### src/sv/complex_pole_resonator_filter_macros.svh
// assertion macros for the complex pole resonator filter
// included by the modules that carry concurrent checks; no other dependencies
`ifndef COMPLEX_POLE_RESONATOR_FILTER_MACROS_SVH
`define COMPLEX_POLE_RESONATOR_FILTER_MACROS_SVH
`ifndef SYNTHESIS
// same-cycle implication, disabled in reset
`define CPR_ASSERT_IMPLIES(lbl, clk, rst_n, ante, cons, msg) \
  lbl: assert property (@(posedge clk) disable iff (!rst_n) (ante) |-> (cons)) \
    else $error(msg);
// next-cycle implication, disabled in reset
`define CPR_ASSERT_NEXT(lbl, clk, rst_n, ante, cons, msg) \
  lbl: assert property (@(posedge clk) disable iff (!rst_n) (ante) |=> (cons)) \
    else $error(msg);
`else
`define CPR_ASSERT_IMPLIES(lbl, clk, rst_n, ante, cons, msg)
`define CPR_ASSERT_NEXT(lbl, clk, rst_n, ante, cons, msg)
`endif
`endif

### src/sv/cpr_pkg.sv
// shared types and constants of the complex pole resonator filter
// no dependencies
`timescale 1ns / 1ps

package cpr_pkg;

  // field and datapath widths
  localparam int unsigned SAMPLE_W  = 24;  // Q1.23 samples
  localparam int unsigned COEF_W    = 24;  // Q3.20 coefficients
  localparam int unsigned STATE_W   = 32;  // Q8.23 pole state
  localparam int unsigned FIR_PROD_W = SAMPLE_W + COEF_W;       // 48
  localparam int unsigned FIR_W     = FIR_PROD_W + 2;           // sum of three taps
  localparam int unsigned POLE_PROD_W = STATE_W + COEF_W;       // 56
  localparam int unsigned ACC_W     = POLE_PROD_W + 2;          // 58
  localparam int unsigned RND_SHIFT = 20;                       // 2^-43 -> 2^-23
  localparam int unsigned CFG_IDX_W = 3;

  // register indexes of the configuration port
  typedef enum logic [CFG_IDX_W-1:0] {
    REG_ZERO_TAP0 = 3'd0,
    REG_ZERO_TAP1 = 3'd1,
    REG_ZERO_TAP2 = 3'd2,
    REG_POLE_REAL = 3'd3,
    REG_POLE_IMAG = 3'd4
  } cpr_reg_e;

  // coefficient set handed from the register file to the datapath
  typedef struct packed {
    logic signed [COEF_W-1:0] zero_tap0;
    logic signed [COEF_W-1:0] zero_tap1;
    logic signed [COEF_W-1:0] zero_tap2;
    logic signed [COEF_W-1:0] pole_real;
    logic signed [COEF_W-1:0] pole_imag;
  } cpr_coef_t;

endpackage

### src/sv/cpr_cfg_regs.sv
// coefficient register file of the complex pole resonator filter
// depends on cpr_pkg
`timescale 1ns / 1ps

module cpr_cfg_regs import cpr_pkg::*; (
  input  logic                 clk_i,
  input  logic                 rst_ni,
  input  logic                 cfg_we_i,
  input  logic [CFG_IDX_W-1:0] cfg_idx_i,
  input  logic [COEF_W-1:0]    cfg_wdata_i,
  output cpr_coef_t            coef_o
);

  cpr_coef_t coef_q, coef_d;

  // decode the register index, unknown indexes are dropped
  always_comb begin
    coef_d = coef_q;
    if (cfg_we_i) begin
      unique case (cpr_reg_e'(cfg_idx_i))
        REG_ZERO_TAP0: coef_d.zero_tap0 = cfg_wdata_i;
        REG_ZERO_TAP1: coef_d.zero_tap1 = cfg_wdata_i;
        REG_ZERO_TAP2: coef_d.zero_tap2 = cfg_wdata_i;
        REG_POLE_REAL: coef_d.pole_real = cfg_wdata_i;
        REG_POLE_IMAG: coef_d.pole_imag = cfg_wdata_i;
        default:       coef_d = coef_q;
      endcase
    end
  end

  always_ff @(posedge clk_i or negedge rst_ni) begin
    if (!rst_ni) begin
      coef_q <= '0;
    end else begin
      coef_q <= coef_d;
    end
  end

  assign coef_o = coef_q;

endmodule

### config.mk
export PLATFORM = sky130hd
export DESIGN_NAME = cpr_cfg_regs
export DESIGN_NICKNAME = d
export VERILOG_FILES = /design/src/sv/complex_pole_resonator_filter_macros.svh /design/src/sv/cpr_pkg.sv /design/src/sv/cpr_cfg_regs.sv
export SDC_FILE = /design/constraint.sdc
export NUM_CORES = 1
export LEC_CHECK = 0
export ABC_AREA = 1
export BUFFER_PORTS_ARGS = -buffer_cell sky130_fd_sc_hd__buf_2
export CAP_MARGIN = 5
export CELL_PAD_IN_SITES_DETAIL_PLACEMENT = 0
export CELL_PAD_IN_SITES_GLOBAL_PLACEMENT = 1
export CORE_MARGIN = 1.5
export CORE_UTILIZATION = 35
export CTS_BUF_LIST = sky130_fd_sc_hd__clkbuf_4
export DETAILED_ROUTE_END_ITERATION = 6
export PLACE_DENSITY = 0.83
export SETUP_SLACK_MARGIN = 0.3
export SLEW_MARGIN = 20
export SYNTH_ARGS = -nofsm -noshare
export SYNTH_HDL_FRONTEND = slang
export SYNTH_SLANG_ARGS = --single-unit
### constraint.sdc
create_clock -name clk_i -period 0.8 [get_ports clk_i]
set_input_delay 0.16 -clock clk_i [delete_from_list [all_inputs] [get_ports clk_i]]
set_output_delay 0.16 -clock clk_i [all_outputs]
set_load 0.005 [all_outputs]
==> out/qor.txt, run 1 <==
status: finished, violations left
failing checks: negative hold slack, negative setup slack
DR DRC count: 0
biggest area consumer among synthesized cells: dfrtp_1
Final Cycle Share: 1.56
Pleak: 4.06 nW
actual slew at the worst max-slew pin: 331 ps
# clock sinks: 120
maximum number of pins on one net before global-route repair: 45
Hold Crit Class: primary input to async pin
Slew HR: 0.779
Total Nets Final: 806
Vias per Instance: 4.77
share of the synthesized area in the top cell type: 0.633
Multi-input gate area: 0.00176 mm²
Std-Cell Rows: 42
Slowest-stage cell, CP: dfrtp_1
Max Clk Rate: 803 MHz
DP HPWL: 9900 µm
Starting Density: 0.358
R2R depth: 4
CTS H-Tree Depth: 4
IO Port Bufs: 149
first-pass GRT wire length: 22,700 µm
grt total ovfl: 0
warnings from Yosys: 0
Worst Setup End Kind: output pin
Die Height: 119 µm
ranking of synthesized cells by area: dfrtp_1 (63%), nand2_1 (21%), nand3_1 (10%), buf_2 (2.3%), buf_4 (0.95%)
wirelength, routed: 15,000 µm
WL/cell: 15.6 µm
post-synth cell types: 12
Final Max Tran Viols: 0
Final Hold Viols: 236
Area growth syn-to-layout: 52.3%
TritonCTS Buffers: 17
Worst-Skew Late Latency: 510 ps
Worst path top cell family by delay: flip-flops
diodes inserted: 0
vias in the first global route: 4,323
CP Max Fanout: 2
share of cells above drive strength 1: 0.463
gr usage total: 0.209
CTS tree: done
Top Ports: 150
reg-to-reg critical path endpoint: coef_o[106]
Final ANT Viol Nets: 0
arrival time at the worst endpoint: 1090 ps
clk buf depth: 2
register area share after synthesis: 0.633
post-synthesis cell area: 0.00475 mm²
Mapped Cells: 530
# setup viols final: 132
full die area: 0.0143 mm²
max reg flops: 120
fin cells: 960
Hold WS: -516 ps
crit-path cells: buf_2
Final Power: 16.5 mW
clk_skew: 0 ps
R2R setup slack: -40 ps
Net Count, Synth: 560
DR vias: 4,577
Post-Place Cells: 850
initial drt markers: 328
Reg2Reg Launch Point: coef_o[106]
Peak VDD IR: 1.52 mV
FF+latch area: 0.00300 mm²
setup slack after layout: -445 ps
fill count: 1,249
Power Dens Cells: 2280 mW/mm²
Clock Tree Root: clkbuf_4
critical path type: flip-flop to output pin
syn avg cell area: 8.96 µm²
Max-Cap Viols: 0
Bufs and invs on worst path: 1
Seq cells post-synth: 120
drt first pass iters: 6
Die X: 119 µm
Worst Setup Start Kind: flip-flop
core area: 0.0132 mm²
unrepaired setup endpoints after global routing: yes
crit path time final: 1250 ps
gpl congestion: 0.781
initial antenna violation count: 0
slowest stage delay, CP: 420 ps
WP data required: 640 ps
Clock Pin Slew Worst Setup and Hold Paths: 110 ps
-- cells in the mapped netlist (all sizes together) --
cell type    n
nor2         5
clkbuf       2
buf         29
dfrtp      120
inv          6
nand3       96
nand2      272
-- how the worst max path moves through the flow --
stage / depth (start not counted) / end / from / slack (ps)
floorplan: 7 / coef_o[100] / cfg_we_i / -50
global placement: 8 / coef_o[61] / cfg_we_i / -280
detailed placement: 8 / coef_o[71] / cfg_we_i / -300
CTS: 1 / coef_o[111] / coef_o[111] / -500
global route: 1 / coef_o[110] / coef_o[110] / -520
finish: 1 / coef_o[88] / coef_o[88] / -450
-- timing repair --
action / in CTS / in global routing
hold endpoints to repair: 240 / 240
resized for setup: 18 / 137
pin swaps: 82 / 37
setup buffers: 49 / 34
setup endpoints to repair: 240 / 240
-- power breakdown --
group          total [mW]  switching [mW]  internal (mW)
registers            7.97           0.772           7.20
logic                5.01            2.13           2.88
clock network        3.50            2.08           1.42
-- cell families after synthesis --
group / Yosys count / share of synthesized area
flops: 120 / 0.633
simple gates: 373 / 0.328
buf+inv: 37 / 0.0398
-- final cells by class --
type,instances,share of cell area
clock inverter,9,0.00883
multi-input combinational,373,0.243
tap,176,0.0305
timing repair buffer,258,0.280
sequential,120,0.415
clock buffer,18,0.0187
inverter,6,0.00415
-- cells in the final DEF, fill, tap and decap left out --
| cell type | Yosys | layout |
|---|---|---|
| nor2_4 | 3 | 4 |
| nand3_1 | 96 | 96 |
| buf_6 | 0 | 81 |
| nor2_2 | 2 | 1 |
| buf_4 | 6 | 18 |
| clkinv_1 | 0 | 5 |
| bufinv_16 | 0 | 1 |
| dfrtp_1 | 120 | 120 |
| clkbuf_4 | 0 | 18 |
| nand2_1 | 269 | 197 |
| inv_2 | 3 | 2 |
| clkinv_2 | 0 | 3 |
| nand2_2 | 3 | 72 |
| buf_2 | 22 | 147 |
| inv_8 | 0 | 1 |
| nand2_4 | 0 | 3 |
| buf_12 | 0 | 12 |
| inv_1 | 3 | 3 |
-- metal layers --
| metal | GRT usage | routed length [µm] | up-vias |
|---|---|---|---|
| li1 | - | - | 2163 |
| met1 | 0.267 | 6260 | 2218 |
| met2 | 0.343 | 7320 | 176 |
| met3 | 0.0661 | 1180 | 20 |
| met4 | 0.0603 | 192 | 0 |
| met5 | 0 | 0 | - |
-- metrics by stage --
step,utilization,setup WS (ps),instance area (µm²),TNS [ps]
final,0.546,-445,7230,-48930
after global routing,0.546,-521,7230,-58950
after CTS,0.493,-498,6540,-53370
after detailed placement,0.446,-303,5910,-32670
after global placement,0.446,-282,5910,-30930
after floorplan,-,-45.4,4780,-3100
No activity file was read; power rests on OpenSTA's default activity.
==> inputs of run 2 (changes only) <==
--- a/config.mk
+++ b/config.mk
@@ -11,10 +11,9 @@
 export CELL_PAD_IN_SITES_DETAIL_PLACEMENT = 0
 export CELL_PAD_IN_SITES_GLOBAL_PLACEMENT = 1
 export CORE_MARGIN = 1.5
-export CORE_UTILIZATION = 35
-export CTS_BUF_LIST = sky130_fd_sc_hd__clkbuf_4
+export CORE_UTILIZATION = 34
 export DETAILED_ROUTE_END_ITERATION = 6
-export PLACE_DENSITY = 0.83
+export PLACE_DENSITY = 0.81
 export SETUP_SLACK_MARGIN = 0.3
 export SLEW_MARGIN = 20
 export SYNTH_ARGS = -nofsm -noshare
==> out/qor.txt, run 2 (synthesis gave the netlist of run 1 again) <==
max reg flops: 120 (unchanged)
Max Clk Rate: 879 MHz (was 803 MHz)
first-pass GRT wire length: 26,600 µm (was 22,700 µm)
gr usage total: 0.244 (was 0.209)
Bufs and invs on worst path: 1 (unchanged)
clock share of power: 0.354 (was 0.212)
share of cells above drive strength 1: 0.593 (was 0.463)
Final Cycle Share: 1.42 (was 1.56)
status: finished, violations left (unchanged)
Internal Power: 15.1 mW (was 11.5 mW)
fin cells: 990 (was 960)
Worst path top cell family by delay: flip-flops (unchanged)
Hold Crit Class: primary input to async pin (unchanged)
unrepaired setup endpoints after global routing: yes (unchanged)
Cell Area, Placed: 0.00589 mm² (was 0.00591 mm²)
most common cell after layout, fill and taps aside: nand2_1 (unchanged)
combinational share of power: 0.264 (was 0.304)
R2R setup slack: -60 ps (was -40 ps)
FF+latch area: 0.00300 mm² (unchanged)
fill count: 1,071 (was 1,249)
crit-path cells: buf_2 (unchanged)
Worst-Skew Late Latency: 410 ps (was 510 ps)
Setup crit start: coef_o[114] (was coef_o[88])
CTS H-Tree Depth: 4 (unchanged)
Vias per Instance: 5.06 (was 4.77)
maximum number of pins on one net before global-route repair: 54 (was 45)
actual slew at the worst max-slew pin: 311 ps (was 331 ps)
WL/cell: 19.0 µm (was 15.6 µm)
# setup viols final: 133 (was 132)
crit path time final: 1140 ps (was 1250 ps)
clk buf depth: 2 (unchanged)
Design Area, Final: 0.00877 mm² (was 0.00723 mm²)
# clock sinks: 120 (unchanged)
sum of negative setup slack: -36,170 ps (was -48,930 ps)
Starting Density: 0.353 (was 0.358)
gpl congestion: 0.792 (was 0.781)
clk_skew: 0 ps (unchanged)
Power Dens Cells: 2410 mW/mm² (was 2280 mW/mm²)
Worst Setup End Kind: output pin (unchanged)
Pleak: 4.56 nW (was 4.06 nW)
core area: 0.0135 mm² (was 0.0132 mm²)
full die area: 0.0147 mm² (was 0.0143 mm²)
diodes inserted: 0 (unchanged)
failing checks: negative hold slack, negative setup slack (unchanged)
most frequent cells in the layout: nand2_1 (168), buf_2 (142), dfrtp_1 (120), nand2_2 (89), buf_6 (80) (was nand2_1 (197), buf_2 (147), dfrtp_1 (120), nand3_1 (96), buf_6 (81))
Slowest-stage cell, CP: dfrtp_1 (unchanged)
setup slack after layout: -338 ps (was -445 ps)
Top Ports: 150 (unchanged)
Place WS: -303 ps (about the same)
Clock Tree Root: clkbuf_16 (was clkbuf_4)
Max-Cap Viols: 0 (unchanged)
Peak VDD IR: 1.51 mV (was 1.52 mV)
Die Height: 121 µm (was 119 µm)
Slew HR: 0.793 (was 0.779)
Std-Cell Rows: 42 (unchanged)
Hold WS: -416 ps (was -516 ps)
Worst Setup Start Kind: flip-flop (unchanged)
CTS tree: done (unchanged)
CP Max Fanout: 2 (unchanged)
Die X: 121 µm (was 119 µm)
Crit path depth: 1 (unchanged)
initial drt markers: 287 (was 328)
R2R depth: 4 (unchanged)
arrival time at the worst endpoint: 980 ps (was 1090 ps)
Area growth syn-to-layout: 84.8% (was 52.3%)
drt first pass iters: 7 (was 6)
vias in the first global route: 4,794 (was 4,323)
Clock Pin Slew Worst Setup and Hold Paths: 60 ps (was 110 ps)
net switching power: 5.98 mW (was 4.98 mW)
Total Nets Final: 833 (was 806)
slowest stage delay, CP: 410 ps (was 420 ps)
TritonCTS Buffers: 17 (unchanged)
Multi-input gate area: 0.00232 mm² (was 0.00176 mm²)
Final Power: 21.1 mW (was 16.5 mW)
Seq pwr share: 0.382 (was 0.484)
Post-Place Cells: 850 (unchanged)
DR vias: 5,006 (was 4,577)
DR DRC count: 0 (unchanged)
reg-to-reg critical path endpoint: coef_o[101] (was coef_o[106])
DP HPWL: 10,100 µm (was 9900 µm)
grt total ovfl: 0 (unchanged)
Final Hold Viols: 120 (was 236)
initial antenna violation count: 0 (unchanged)
critical path type: flip-flop to output pin (unchanged)
wirelength, routed: 18,800 µm (was 15,000 µm)
CP Capture Point: coef_o[114] (was coef_o[88])
Final Max Tran Viols: 0 (unchanged)
WP data required: 640 ps (about the same)
Final ANT Viol Nets: 0 (unchanged)
Reg2Reg Launch Point: coef_o[101] (was coef_o[106])
IO Port Bufs: 149 (unchanged)
Sw Share: 0.283 (was 0.302)
==> run 2: cell types whose count changed in the layout (fill, tap and decap cells not counted), moves of 10 or more <==
cell       delta
nand3_2      +51
nand3_1      -57
clkbuf_16    +22
clkbuf_4     -18
buf_16       +10
buf_8        +10
nand2_1      -29
nand2_2      +17
==> run 2: through the flow <==
stage	util	hold WS (ps)
global placement	0.438	13.5
global route	0.652	-424
CTS	0.573	-430
floorplan	-	-136
detailed placement	0.438	12.8
finish	0.652	-416
==> run 2: repair_timing <==
item | in CTS | in global routing
cloned | 13 | 6
buffers inserted | 60 | 31
pin swaps | 123 | 89
resized for setup | 113 | 196
setup endpoints to repair | 240 | 240
endpoints found under the hold margin | 120 | 120
==> run 2: worst min-delay path by stage <==
stage	start	endpoint	slack (ps)	depth (start not counted)
after floorplan	rst_ni	coef_o[0]	-140	0
after global placement	rst_ni	coef_o[10]	10	1
after detailed placement	rst_ni	coef_o[10]	10	1
after CTS	rst_ni	coef_o[7]	-430	1
after global routing	rst_ni	coef_o[7]	-420	1
final	rst_ni	coef_o[7]	-420	1
==> run 2: layer usage <==
| metal | up-vias | track usage | part of all wire |
|---|---|---|---|
| li1 | 2239 | - | - |
| met1 | 2480 | 0.309 | 0.41 |
| met2 | 248 | 0.399 | 0.49 |
| met3 | 39 | 0.0672 | 0.081 |
| met4 | 0 | 0.0897 | 0.022 |
| met5 | - | 0 | 0 |
==> run 2: layout make-up <==
class | instances | area share
Multi-Input combinational cell | 376 | 0.264
Tap cell | 176 | 0.0251
Clock inverter | 11 | 0.0151
Timing Repair Buffer | 282 | 0.301
Inverter | 6 | 0.00342
Clock buffer | 19 | 0.0493
Sequential cell | 120 | 0.342
==> run 2: power groups by stage <==
| stage | Sequential, mW | Clock, mW | Combinational [mW] |
|---|---|---|---|
| final | 8.06 | 7.47 | 5.59 |
| after global routing | 8.17 | 7.90 | 6.06 |
| after CTS | 7.87 | 7.53 | 4.29 |
| after detailed placement | 7.96 | 0 | 3.13 |
| after global placement | 7.94 | 0 | 3.05 |
| after floorplan | 7.99 | 0 | 1.10 |
==> inputs of run 3 (changes only) <==
--- a/config.mk
+++ b/config.mk
@@ -6,14 +6,14 @@
 export NUM_CORES = 1
 export LEC_CHECK = 0
 export ABC_AREA = 1
-export BUFFER_PORTS_ARGS = -buffer_cell sky130_fd_sc_hd__buf_2
 export CAP_MARGIN = 5
 export CELL_PAD_IN_SITES_DETAIL_PLACEMENT = 0
 export CELL_PAD_IN_SITES_GLOBAL_PLACEMENT = 1
 export CORE_MARGIN = 1.5
-export CORE_UTILIZATION = 34
+export CORE_UTILIZATION = 41
 export DETAILED_ROUTE_END_ITERATION = 6
-export PLACE_DENSITY = 0.81
+export DONT_BUFFER_PORTS = 1
+export PLACE_DENSITY = 0.79
 export SETUP_SLACK_MARGIN = 0.3
 export SLEW_MARGIN = 20
 export SYNTH_ARGS = -nofsm -noshare
==> out/qor.txt, run 3 (synthesis gave the netlist of run 1 again) <==
Die X: 111 µm (was 121 µm)
maximum number of pins on one net before global-route repair: 121 (was 54)
Hold Crit Class: primary input to async pin (unchanged)
IO Port Bufs: 0 (was 149)
Die Height: 111 µm (was 121 µm)
failing checks: negative hold slack, negative setup slack (unchanged)
reg-to-reg critical path endpoint: coef_o[102] (was coef_o[101])
Setup crit start: coef_o[60] (was coef_o[114])
gr usage total: 0.219 (was 0.244)
CTS H-Tree Depth: 4 (unchanged)
Clock Tree Root: clkbuf_16 (unchanged)
Starting Density: 0.418 (was 0.353)
WL/cell: 18.5 µm (was 19.0 µm)
Worst Setup Start Kind: flip-flop (unchanged)
first-pass GRT wire length: 20,800 µm (was 26,600 µm)
# resized after CTS: 0 (was 113)
clk_skew: 0 ps (unchanged)
FF+latch area: 0.00300 mm² (unchanged)
Hold WS: -552 ps (was -416 ps)
R2R setup slack: 130 ps (was -60 ps)
fill count: 1,039 (was 1,071)
Vias per Instance: 5.17 (was 5.06)
Final Hold Viols: 240 (was 120)
Multi-input gate area: 0.00157 mm² (was 0.00232 mm²)
grt total ovfl: 0 (unchanged)
Place WS: -159 ps (was -303 ps)
drt first pass iters: 4 (was 7)
Worst Setup End Kind: output pin (unchanged)
DR vias: 3,608 (was 5,006)
M1 WL: 5270 µm (was 7640 µm)
highest metal used: met4 (unchanged)
CP Max Fanout: 2 (unchanged)
initial drt markers: 223 (was 287)
status: finished, violations left (unchanged)
Area growth syn-to-layout: 20.4% (was 84.8%)
Worst-Skew Late Latency: 400 ps (was 410 ps)
Peak VDD IR: 1.32 mV (was 1.51 mV)
Total Nets Final: 572 (was 833)
Crit path depth: 0 (was 1)
vias in the first global route: 3,754 (was 4,794)
# setup viols final: 120 (was 133)
diodes inserted: 0 (unchanged)
TritonCTS Buffers: 17 (unchanged)
WL met2: 6160 µm (was 9260 µm)
Top Ports: 150 (unchanged)
critical path type: flip-flop to output pin (unchanged)
unrepaired setup endpoints after global routing: yes (unchanged)
utilization after layout: 0.503 (was 0.652)
Std-Cell Rows: 39 (was 42)
most frequent cells in the layout: nand2_1 (269), dfrtp_1 (120), nand3_1 (96), clkbuf_16 (17), buf_4 (15) (was nand2_1 (168), buf_2 (142), dfrtp_1 (120), nand2_2 (89), buf_6 (80))
most common cell after layout, fill and taps aside: nand2_1 (unchanged)
initial antenna violation count: 0 (unchanged)
Slew HR: 0.801 (was 0.793)
R2R depth: 2 (was 4)
Final Cycle Share: 1.23 (was 1.42)
Power Dens Cells: 3130 mW/mm² (was 2410 mW/mm²)
WP data required: 640 ps (about the same)
Final ANT Viol Nets: 0 (unchanged)
Final Max Tran Viols: 0 (unchanged)
max reg flops: 120 (unchanged)
clk buf depth: 2 (unchanged)
setup slack after layout: -182 ps (was -338 ps)
arrival time at the worst endpoint: 820 ps (was 980 ps)
actual slew at the worst max-slew pin: 299 ps (was 311 ps)
Pleak: 3.06 nW (was 4.56 nW)
# clock sinks: 120 (unchanged)
DP HPWL: 8780 µm (was 10,100 µm)
crit path time final: 982 ps (was 1140 ps)
met3 WL: 1210 µm (was 1530 µm)
gpl congestion: 0.784 (was 0.792)
full die area: 0.0122 mm² (was 0.0147 mm²)
Max Clk Rate: 1020 MHz (was 879 MHz)
core area: 0.0114 mm² (was 0.0135 mm²)
share of cells above drive strength 1: 0.117 (was 0.593)
wirelength, routed: 12,900 µm (was 18,800 µm)
Max-Cap Viols: 0 (unchanged)
Clock Pin Slew Worst Setup and Hold Paths: 50 ps (was 60 ps)
Reg2Reg Launch Point: coef_o[102] (was coef_o[101])
CTS tree: done (unchanged)
DR DRC count: 0 (unchanged)
[run 3: cell types whose count changed in the layout (fill, tap and decap cells not counted), sizes merged]
cell    delta
clkinv     -1
nand2      -3
buf      -253
bufinv     +2
clkbuf     -4
[run 3: stage by stage]
step	std cells	hold slack, ps	setup TNS, ps	cell area, µm²	power [mW]
after detailed placement	666	-133	-12180	5070	9.76
after CTS	698	-567	-21640	5720	18.0
after global routing	698	-569	-22490	5720	18.6
after floorplan	530	-136	-3100	4780	9.09
after global placement	666	-133	-11090	5070	9.65
final	698	-552	-19460	5720	17.9
[run 3: what timing repair did]
| item | 4_1_cts | 5_1_grt |
|---|---|---|
| endpoints found under the hold margin | 240 | 240 |
| pin swaps | 119 | 22 |
| setup endpoints to repair | 240 | 240 |
| setup buffers | 0 | 0 |
[run 3: power breakdown]
group	switching, mW	internal, mW	total, mW
Combinational	0.809	0.528	1.34
Sequential	1.00	7.22	8.23
Clock	2.71	5.61	8.32
Total	4.52	13.4	17.9
[run 3: cell type report]
cell class / instances / area share
Sequential cell: 120 / 0.525
Multi-Input combinational cell: 373 / 0.274
Clock buffer: 20 / 0.0782
Timing Repair Buffer: 24 / 0.0512
Clock inverter: 12 / 0.0348
Tap cell: 143 / 0.0313
Inverter: 6 / 0.00525
[run 3: worst max path at each step]
stage,end,slack [ps]
finish,coef_o[60],-180
global route,coef_o[3],-210
CTS,coef_o[52],-200
detailed placement,coef_o[65],-160
global placement,coef_o[87],-140
floorplan,coef_o[100],-50
[run 3: per-layer routing]
| metal | up-vias | track usage |
|---|---|---|
| li1 | 1697 | - |
| met1 | 1748 | 0.266 |
| met2 | 143 | 0.343 |
| met3 | 20 | 0.0917 |
| met4 | 0 | 0.0940 |
| met5 | - | 0 |
